**config.mk**
```make
export PLATFORM = sky130hd
export DESIGN_NAME = apvc_div
export DESIGN_NICKNAME = d
export VERILOG_FILES = /design/src/rtl/core/apvc_div.sv
export SDC_FILE = /design/constraint.sdc
export NUM_CORES = 2
export LEC_CHECK = 0
export BUFFER_PORTS_ARGS = -buffer_cell sky130_fd_sc_hd__buf_4
export CAP_MARGIN = 5
export CORE_MARGIN = 2
export CORE_UTILIZATION = 30
export CTS_BUF_LIST = sky130_fd_sc_hd__clkbuf_4 sky130_fd_sc_hd__clkbuf_8
export CTS_CLUSTER_SIZE = 28
export DETAILED_ROUTE_END_ITERATION = 10
export PLACE_DENSITY = 0.53
export SLEW_MARGIN = 20
export SYNTH_ARGS = -nofsm -noshare
export SYNTH_HDL_FRONTEND = slang
export SYNTH_SLANG_ARGS = --single-unit
```
**constraint.sdc**
```tcl
create_clock -name clk -period 9.1 [get_ports clk]
set_input_delay 1.365 -clock clk [delete_from_list [all_inputs] [get_ports clk]]
set_output_delay 1.365 -clock clk [all_outputs]
set_load 0.01 [all_outputs]
```
**src/rtl/core/apvc_div.sv**
```systemverilog
// Pipelined restoring divider with a range check stage, one quotient bit per stage.
`timescale 1ns / 1ps
`default_nettype none
module apvc_div #(
  parameter int NW = 40,
  parameter int DW = 29,
  parameter int QB = 23
) (
  input  wire logic          clk,
  input  wire logic          en,
  input  wire logic [NW-1:0] num,
  input  wire logic [DW-1:0] den,
  output logic [QB-1:0]      quot,
  output logic               rem_nz,
  output logic               ovf
);

  localparam int CW = (NW > DW + QB) ? NW : DW + QB;

  logic [CW-1:0] rm [QB+1];
  logic [DW-1:0] dv [QB+1];
  logic [QB-1:0] qt [QB+1];
  logic          ov [QB+1];

  // The quotient only fits when the numerator is below the divisor times 2^QB.
  always_ff @(posedge clk) begin
    if (en) begin
      rm[0] <= CW'(num);
      dv[0] <= den;
      qt[0] <= '0;
      ov[0] <= CW'(num) >= (CW'(den) << QB);
    end
  end

  for (genvar i = 0; i < QB; i++) begin : g_stage
    logic [CW-1:0] dsh;
    assign dsh = CW'(dv[i]) << (QB - 1 - i);

    always_ff @(posedge clk) begin
      if (en) begin
        dv[i+1] <= dv[i];
        ov[i+1] <= ov[i];
        if (rm[i] >= dsh) begin
          rm[i+1] <= rm[i] - dsh;
          qt[i+1] <= {qt[i][QB-2:0], 1'b1};
        end else begin
          rm[i+1] <= rm[i];
          qt[i+1] <= {qt[i][QB-2:0], 1'b0};
        end
      end
    end
  end

  assign quot   = qt[QB];
  assign rem_nz = |rm[QB];
  assign ovf    = ov[QB];

endmodule
`default_nettype wire

```
==> impl_metrics.tcl <==
set metrics [dict create \
    wirelength_mm 260 \
    syn_to_final_growth_pct 12.2 \
    grt_pass1_vias 77100 \
    die_h_microns 627 \
    gp_congestion 0.910 \
    die_w_microns 627 \
    r2r-end "rm[2][149]$_DFFE_PP_" \
    start_kind "flop" \
    r2r-start "rm[2][57]$_DFFE_PP_" \
    final_cell_mix "2202 x edfxtp_1, 921 x nand2_1, 870 x inv_1" \
    holdBufCountCts 0 \
    fin_ws_ns 4.06 \
    r2r_cells 15 \
    drv_cap 0 \
    yosysWarnings 0 \
    synth_cells 10200 \
    crit_start "rm[2][57]$_DFFE_PP_" \
    post-route-drc-count 0 \
    maxSlewViolCount 0 \
    holdCritPathClass "reg2reg" \
    first_pass_iters 6 \
    dp_hpwl_mm 197 \
    ys_seq_elements 2203 \
    dp.cells 15200 \
    seq_area_frac_synth_pct 56.9 \
    crit_required_ns 9.85 \
    synth_area_sq_mm 0.116 \
    ios 96 \
    finalCritPeriodShare_pct 55.4 \
    cts_resized 0 \
    grt_usage_pct 13.0 \
    fillers 38700 \
    synth_area_per_cell_sq_um 11.4 \
    hold_viol 0 \
    slew_headroom_pct 27.4 \
    cp.arrival_ns 5.80 \
    overflow 0 \
    viasPerCell 4.72 \
    layout_commonest_cell "edfxtp_1" \
    cp_max_fo 6 \
    clkLatencyLatePin_ns 1.05 \
    min_path_cells 0 \
    finalSetupViolations 0 \
    p_per_area_mw_per_mm2 294 \
    synth_cell_types 102 \
    portBuffers 95 \
    cp_slowest_cell "o311ai_0" \
    status "completed" \
    detail-route-antenna-nets 0 \
    fmax_mhz 198 \
    hp-start "qt[0][143]$_DFFE_PP_" \
    root_buffer "clkbuf_8" \
    syn_nets 10900 \
    worstMarginPinSlew_ns 1.06 \
    end_kind "flop" \
    start_util_pct 30.2 \
    p_leak_uw 0.0495 \
    min_to "qt[0][167]$_DFFE_PP_" \
    clock_path_buffers 4 \
    post_cts_buffers 0 \
    period_needed_ns 5.04 \
    drive_above_1_share_pct 8.81 \
    synth_ff_type "edfxtp_1" \
    cts_buffers 388 \
    coreArea_sq_mm 0.386 \
    place_worst_setup_slack_ns 3.54 \
    async_flop_share_pct 0 \
    rsz0062_at_grt "no" \
    die_area_sq_mm 0.393 \
    cts_max_level 5 \
    grt_pass1_wl_mm 408 \
    cp_common_cell "o21ai_0" \
    critPathKind "reg2reg" \
    cts_sinks 2203 \
    stdcell_count 15900 \
    ff2ff_setup_slack_ns 4.06 \
    cp_top_family "compound AO/OA/AOI/OAI gates" \
    antenna_found_initial 3 \
    grt_max_degree 185 \
    wl_per_cell_microns 16.3 \
    cp.buffers_inverters 2 \
    row_count 228 \
    drtIter0Drc 4161 \
    vias 75100 \
    tns_ns 0 \
    tritoncts "yes" \
    cp_slowest_stage_delay_ns 0.75 \
    synth_edf_count 2202 \
    finClkSkew_ns 0.0634 \
    holdWs_ns 0.393 \
    clk_pin_slew_ns 0.06 \
    nNetsFinal 11200 \
    cp_cell_sequence "inv_1 -> ha_1 -> inv_1 -> fa_1 -> a21oi_1 -> o21ai_0 -> a211oi_1 -> o21ai_0 -> o21bai_1 -> o21ai_0 -> o311ai_0 -> o2111ai_1 -> nor3_1 -> nand3_1 -> xnor2_1" \
    peakVddDrop_v 0.000134 \
]
==> synthesized netlist by cell type, drive strengths merged, types with 155 or more instances <==
cell,n,share of area (%)
nor2,556,1.8
nand2,921,3.0
clkbuf,222,0.72
nor3,175,0.77
a21oi,703,3.0
a21o,371,2.4
xor2,383,2.9
o21ai,797,3.4
nor4,155,0.86
inv,872,2.8
ha,673,7.2
xnor2,455,3.4
edfxtp,2202,57
==> cell type report <==
type                       count  area, sq um  area share [%]
clock inverter               162         1080           0.826
clock buffer                 517         6310            4.84
sequential                  2203        66100            50.7
antenna                        1         2.50         0.00192
timing repair buffer         163         1310            1.00
tap                         5175         6470            4.96
multi-input combinational   6830        45900            35.2
inverter                     872         3270            2.51
==> registers in the layout, summed over array words and instances, names as in the netlist <==
signal and flops:
ov 24, dv 667, rm 1236, qt 276
==> cells by family after synthesis <==
kind of cell / share of synthesized area (%)
AO/OA/AOI/OAI: 13.0
buffers and inverters: 3.82
adder cells (fa/ha/maj): 7.64
AND/OR/NAND/NOR: 11.6
XOR/XNOR: 6.31
multiplexers: 0.727
flip-flops: 56.9
==> worst reg2reg max path: cells and delay by family, from the launching register on <==
kind | cells | cell delay (ns)
adders and majority gates | 2 | 0.57
buffers and inverters | 2 | 0.14
DFF | 1 | 0.35
AOI/OAI and AO/OA | 8 | 2.82
and+or+nand+nor | 2 | 0.76
xor gates and xnor gates | 1 | 0.17
==> where the power goes <==
group	switching [uW]	total (uW)	internal (uW)
logic	8090	14000	5880
registers	1340	15500	14200
clock network	4110	8830	4720
==> through the flow <==
stage	area [sq um]	util [%]	power [uW]
global route	131000	33.8	41100
global placement	123000	31.9	29600
detailed placement	123000	31.9	29600
finish	131000	33.8	38300
CTS	131000	33.8	38700
floorplan	116000	-	25900
==> worst max path at each step <==
stage	end	slack, ns	depth (start not counted)
2_1_floorplan	qt[2][161]$_DFFE_PP_	4.16	5
3_3_place_gp	rm[2][411]$_DFFE_PP_	3.55	9
3_5_place_dp	rm[2][415]$_DFFE_PP_	3.54	9
4_1_cts	rm[2][149]$_DFFE_PP_	4.04	15
5_1_grt	rm[2][149]$_DFFE_PP_	3.82	15
6_report	rm[2][149]$_DFFE_PP_	4.06	15
==> metal layers <==
layer	global-route usage [%]	part of all wire, %	up-vias	routed length (microns)
met1	12.5	36	35000	94200
met3	1.76	3.0	761	7730
met4	8.36	6.8	2	17700
li1	-	-	38000	-
met2	25.5	54	1438	140000
met5	0	0.0065	-	17
(Power assumes the default switching activity.)
