===== config.mk =====
export PLATFORM = sky130hd
export DESIGN_NAME = apvc_sqrt
export DESIGN_NICKNAME = d
export VERILOG_FILES = /design/src/rtl/core/apvc_pkg.sv /design/src/rtl/core/apvc_sqrt.sv
export SDC_FILE = /design/constraint.sdc
export NUM_CORES = 2
export LEC_CHECK = 0
export BUFFER_PORTS_ARGS = -buffer_cell sky130_fd_sc_hd__buf_2
export CORE_UTILIZATION = 66
export DETAILED_ROUTE_END_ITERATION = 7
export PLACE_DENSITY_LB_ADDON = 0.08
export SETUP_SLACK_MARGIN = 0.4
export SLEW_MARGIN = 25
export SYNTH_ARGS = -nofsm -noshare
export SYNTH_HDL_FRONTEND = slang
export SYNTH_SLANG_ARGS = --single-unit

===== constraint.sdc =====
create_clock -name clk -period 9.6 [get_ports clk]
set_input_delay 1.92 -clock clk [delete_from_list [all_inputs] [get_ports clk]]
set_output_delay 1.92 -clock clk [all_outputs]
set_load 0.03 [all_outputs]

===== src/rtl/core/apvc_pkg.sv =====
// Shared widths, codes, types and helper functions of the anchor projection block.
`timescale 1ns / 1ps
`default_nettype none
package apvc_pkg;

  localparam int WORLD_W   = 20;
  localparam int COEF_W    = 16;
  localparam int PROD_W    = 36;
  localparam int TRANS_W   = 32;
  localparam int CLIP_W    = 38;
  localparam int DIFF_W    = 21;
  localparam int SQR_W     = 41;
  localparam int D2_W      = 42;
  localparam int SQRT_IN_W = 58;
  localparam int DIST_W    = SQRT_IN_W / 2;
  localparam int ABS_W     = 38;
  localparam int ABSZ_W    = 37;
  localparam int NUMXY_W   = 55;
  localparam int NUMZ_W    = 51;
  localparam int NUMS_W    = 40;
  localparam int DIV_QB    = 23;
  localparam int QS_W      = DIV_QB + 2;
  localparam int VP_W      = 14;
  localparam int CAM_W     = 60;
  localparam int ROW_W     = 64;
  localparam int EDGE_W    = 19;
  localparam int SCR_W     = 21;
  localparam int DEPTH_W   = 16;
  localparam int SCALE_W   = 16;
  localparam int SCR_MAX   = 1048575;
  localparam int SCR_MIN   = -1048576;
  localparam int DEP_MAX   = 32767;
  localparam int DEP_MIN   = -32768;

  localparam logic [DIST_W-1:0]  DIST_MIN  = DIST_W'(66);
  localparam logic [SCALE_W-1:0] SCALE_ONE = SCALE_W'(4096);

  // Input register stages, square root, divider with its check stage, output register.
  localparam int LATENCY = 4 + DIST_W + DIV_QB + 2;

  localparam logic [2:0] CFG_CLIP_X    = 3'd0;
  localparam logic [2:0] CFG_CLIP_Y    = 3'd1;
  localparam logic [2:0] CFG_CLIP_Z    = 3'd2;
  localparam logic [2:0] CFG_CLIP_W    = 3'd3;
  localparam logic [2:0] CFG_CAMERA    = 3'd4;
  localparam logic [2:0] CFG_VP_WIDTH  = 3'd5;
  localparam logic [2:0] CFG_VP_HEIGHT = 3'd6;

  localparam int FLAG_ENABLE      = 0;
  localparam int FLAG_HIDE_BEHIND = 1;
  localparam int FLAG_HIDE_OUT    = 2;
  localparam int FLAG_SCALE       = 3;

  typedef enum logic [2:0] {
    ST_DISABLED  = 3'd0,
    ST_NO_CAMERA = 3'd1,
    ST_BEHIND    = 3'd2,
    ST_OUTSIDE   = 3'd3,
    ST_VISIBLE   = 3'd4
  } anchor_state_t;

  typedef struct packed {
    logic signed [15:0] ox;
    logic signed [15:0] oy;
    logic [3:0]         flags;
    logic [15:0]        margin;
    logic [19:0]        refd;
    logic [15:0]        s0;
    logic [15:0]        s1;
  } fields_t;

  typedef struct packed {
    anchor_state_t state;
    logic          render;
    logic          clamp;
    logic          compute;
    logic          scale_en;
    logic          negx;
    logic          negy;
    logic          negz;
  } ctl_t;

  typedef struct packed {
    ctl_t                      ctl;
    logic signed [15:0]        ox;
    logic signed [15:0]        oy;
    logic [15:0]               margin;
    logic signed [EDGE_W-1:0]  hx;
    logic signed [EDGE_W-1:0]  hy;
    logic [15:0]               lo;
    logic [15:0]               hi;
  } side_b_t;

  typedef struct packed {
    side_b_t             b;
    logic [NUMXY_W-1:0]  nx;
    logic [NUMXY_W-1:0]  ny;
    logic [NUMZ_W-1:0]   nz;
    logic [ABSZ_W-1:0]   cw;
    logic [19:0]         refn;
  } side_a_t;

  // Turns a magnitude quotient into the floor quotient of a signed numerator.
  function automatic logic signed [QS_W-1:0] signed_quot(
    input logic [DIV_QB-1:0] q,
    input logic              rem_nz,
    input logic              ovf,
    input logic              neg
  );
    logic [QS_W-1:0] mag;
    if (ovf) begin
      mag = QS_W'(1) << DIV_QB;
    end else begin
      mag = QS_W'(q) + ((neg && rem_nz) ? QS_W'(1) : QS_W'(0));
    end
    return neg ? $signed(-mag) : $signed(mag);
  endfunction

  function automatic logic [SCR_W-1:0] sat_screen(input logic signed [QS_W-1:0] v);
    logic signed [QS_W-1:0] r;
    if (v > QS_W'(SCR_MAX)) begin
      r = QS_W'(SCR_MAX);
    end else if (v < QS_W'(SCR_MIN)) begin
      r = QS_W'(SCR_MIN);
    end else begin
      r = v;
    end
    return r[SCR_W-1:0];
  endfunction

  function automatic logic [DEPTH_W-1:0] sat_depth(input logic signed [QS_W-1:0] v);
    logic signed [QS_W-1:0] r;
    if (v > QS_W'(DEP_MAX)) begin
      r = QS_W'(DEP_MAX);
    end else if (v < QS_W'(DEP_MIN)) begin
      r = QS_W'(DEP_MIN);
    end else begin
      r = v;
    end
    return r[DEPTH_W-1:0];
  endfunction

endpackage
`default_nettype wire


===== src/rtl/core/apvc_sqrt.sv =====
// Pipelined integer square root, one result bit per stage.
`timescale 1ns / 1ps
`default_nettype none
module apvc_sqrt
  import apvc_pkg::*;
#(
  parameter int VW = SQRT_IN_W
) (
  input  wire logic          clk,
  input  wire logic          en,
  input  wire logic [VW-1:0] v,
  output logic [VW/2-1:0]    root
);

  localparam int RW  = VW / 2;
  localparam int RMW = RW + 4;

  logic [VW-1:0]  vs [RW];
  logic [RMW-1:0] rs [RW];
  logic [RW-1:0]  qs [RW];

  for (genvar i = 0; i < RW; i++) begin : g_stage
    logic [VW-1:0]  v_in;
    logic [RMW-1:0] r_in;
    logic [RW-1:0]  q_in;
    logic [RMW-1:0] cur;
    logic [RMW-1:0] trial;

    if (i == 0) begin : g_first
      assign v_in = v;
      assign r_in = '0;
      assign q_in = '0;
    end else begin : g_next
      assign v_in = vs[i-1];
      assign r_in = rs[i-1];
      assign q_in = qs[i-1];
    end

    assign cur   = {r_in[RMW-3:0], v_in[VW-1 -: 2]};
    assign trial = RMW'({q_in, 2'b01});

    always_ff @(posedge clk) begin
      if (en) begin
        vs[i] <= v_in << 2;
        if (cur >= trial) begin
          rs[i] <= cur - trial;
          qs[i] <= {q_in[RW-2:0], 1'b1};
        end else begin
          rs[i] <= cur;
          qs[i] <= {q_in[RW-2:0], 1'b0};
        end
      end
    end
  end

  assign root = qs[RW-1];

endmodule
`default_nettype wire


==> results by group <==
Run status
  – Status: finished with violations
  – Failing checks: DRC

Yosys
  – Post-synth cell types: 80
  – Yosys warning total: 0
  – Avg Synthesized Cell Area: 12.9 um2
  – Synth top area cells: edfxtp_1 (65%), ha_1 (6.1%), xor2_1 (3.3%), xnor2_1 (3.1%), o21ai_0 (2.3%)
  – Ys async rst share: 0%
  – Top_reg_cell synth: edfxtp_1
  – Post-synth EDFFs: 2071
  – Synthesized cell area: 96100 um2
  – Syn nets: 7971
  – #FFs+latches synth: 2072
  – Post-synthesis sequential area ratio: 64.8%
  – Top cells by count, synth: edfxtp_1 (2071), inv_1 (580), nand2_1 (575)
  – Most common cell in the netlist: edfxtp_1
  – Post-Synthesis Cells: 7445
  – Share of the synthesized area in the top cell type: 64.7%
  – Yosys top cell by area: edfxtp_1

Layout
  – Area Overhead vs Synth: 9.84%
  – Share of layout cells above drive strength 1: 7.38%
  – Post-Layout Inst Area: 106000 um2
  – Final core utilization: 73.3%
  – Diodes inserted: 0
  – # nets final: 8151

GRT
  – Largest net degree at the start of global routing: 204
  – Vias in the first global route: 56100
  – Total grt overflow: 0
  – Antenna violations before repair: 1
  – Overall routing resource usage: 26.7%
  – First-pass GRT wire length: 308000 um

Worst setup path
  – Crit path cell chain: buf_12 -> inv_2 -> buf_4 -> nor4_1 -> nand2_1 -> a311oi_1 -> and4_1 -> clkinv_1 -> nand3_1 -> nor2_1 -> xor2_1
  – Slowest cell on crit path: and4_1
  – Worst path required time: 10.16 ns
  – Crit path DAT: 5.49 ns
  – WS Path Type: input port to flop
  – CP Capture Type: flop
  – RR Startpoint: rs[1][264]$_DFFE_PP_
  – Crit-path max FO: 72
  – CP peak stage delay: 0.60 ns
  – Critical path startpoint category: input port
  – Crit. Startpoint: en

Timing
  – Crit share post-route: 51.4%
  – Slew Limit Headroom: 28.9%
  – Fmax: 0.203 GHz
  – Layout Skew: 0.0395 ns
  – Final setup viols: 0
  – Final Max Slew Viols: 0
  – Fin Setup TNS: 0 ns
  – Unrepaired setup endpoints after global routing: no
  – Setup ws final: 4.67 ns
  – Slew @ Worst Pin: 1.07 ns
  – Final hold vios: 0
  – Final min period: 4.93 ns

CTS
  – CTS max path bufs: 3
  – Worst-path clk slew: 0.06 ns
  – Clk_lat worst skew: 0.84 ns
  – Root Buffer Master: clkbuf_16
  – CTS tree: yes
  – # hold bufs at CTS: 0
  – Number of gates resized after CTS: 0
  – Post CTS Setup Buffer Count: 0
  – Num CTS Buffers: 202
  – CTS H-tree lvls: 4
  – Clk sinks: 2072

Placement
  – DP Area: 98700 um2
  – DP HPWL: 137000 um
  – Pre-CTS setup slack: 3.78 ns
  – I/O Buffers: 88
  – Placer Congestion: 0.909

Drt
  – Routed WL: 196000 um
  – Antenna viol nets, final: 0
  – Vias/cell: 5.95
  – Initial DRC Count: 4929
  – Routed len/inst: 20.2 um
  – # DRC: 3
  – Drt pass-1 iters: 8
  – Vias: 57700

Floorplanning
  – Core ar.: 144000 um2
  – I/O pin count: 89
  – Num rows: 139
  – Die width: 383 um
  – Starting Density: 66.7%
  – Die Y-Extent: 383 um
  – Die area: 147000 um2

Power
  – LEAKAGE: 40.2 nW
  – VDD IR-drop max: 0.194 mV
  – Power Density: 240 nW/um2

Hold path
  – Hold Crit Start: vs[0][832]$_DFFE_PP_
  – Tightest Hold Check Type: flop to flop

Job
  – Max Cap Viol: 0
power breakdown:
group / internal (mW) / leakage (nW) / total [mW] / switching, mW
Clock: 4.52 / 3.25 / 7.94 / 3.42
Combinational: 2.10 / 17.0 / 5.04 / 2.94
Sequential: 11.5 / 20.0 / 12.3 / 0.838
Total: 18.1 / 40.2 / 25.3 / 7.19
stage by stage:
step	hold WS [ns]	total power [mW]	std cells
3_5_place_dp	0.405	17.4	9323
3_3_place_gp	0.400	17.3	9323
2_1_floorplan	0.400	15.9	7445
5_1_grt	0.412	26.4	9694
6_report	0.410	25.3	9694
4_1_cts	0.409	25.4	9693
layout make-up:
type	instances	area, um2
Timing Repair Buffer	134	857
Sequential cell	2072	62200
Clock inverter	130	1460
Tap cell	1903	2380
Fill cell	9233	38500
Inverter	582	2180
Multi-Input combinational cell	4633	31200
Clock buffer	240	5250
final timing paths:
kind	endpoint	slack [ns]	cells past startpoint
max	rs[0][418]$_DFFE_PP_	4.67	11
min	vs[0][890]$_DFFE_PP_	0.41	0
max reg2reg	rs[1][307]$_DFFE_PP_	5.23	11
min reg2reg	vs[0][890]$_DFFE_PP_	0.41	0
cell families (layout without fill, tap and decap cells):
kind of cell | Yosys count | after routing | synth area share [%]
AND/OR/NAND/NOR | 2030 | 2030 | 10.4
flip-flops | 2072 | 2072 | 64.8
buffers and inverters | 740 | 1086 | 2.90
multiplexers | 63 | 63 | 0.727
adder cells (fa/ha/maj) | 466 | 466 | 6.07
XOR/XNOR | 695 | 695 | 6.34
AO/OA/AOI/OAI | 1379 | 1379 | 8.78
sequential cells by signal, indices dropped and copies added, names as in the netlist:
name	count
qs	435
rs	825
vs	812
layer usage:
metal | GRT usage (%) | part of all wire [%] | up-vias
met1 | 37.3 | 44 | 28000
met4 | 7.29 | 2.4 | 0
li1 | - | - | 27700
met3 | 3.63 | 5.3 | 316
met2 | 44.4 | 49 | 1635
met5 | 0 | 0 | -
critical path, delay by kind of cell:
kind / cells / cell delay, ns
buf+inv: 4 / 1.20
xor+xnor: 1 / 0.16
compound gates: 1 / 0.30
simple gates: 5 / 1.78
layout by cell type, fill, tap and decap left out, types with 54 or more instances in the layout:
master	netlist	routed
edfxtp_1	2071	2071
inv_1	580	579
nand2_1	575	574
ha_1	466	466
nor2_1	454	453
o21ai_0	437	437
a21oi_1	386	384
xor2_1	358	358
xnor2_1	337	337
clkbuf_16	0	202
nor3_1	189	187
a21o_1	172	172
nand3_1	118	118
nor4_1	115	114
nand2b_1	104	104
or3_1	87	87
buf_2	3	87
o21a_1	80	80
nand4_1	75	75
nor2b_1	73	73
mux2_2	54	54
Note: power is estimated with default switching activity, not from simulation.
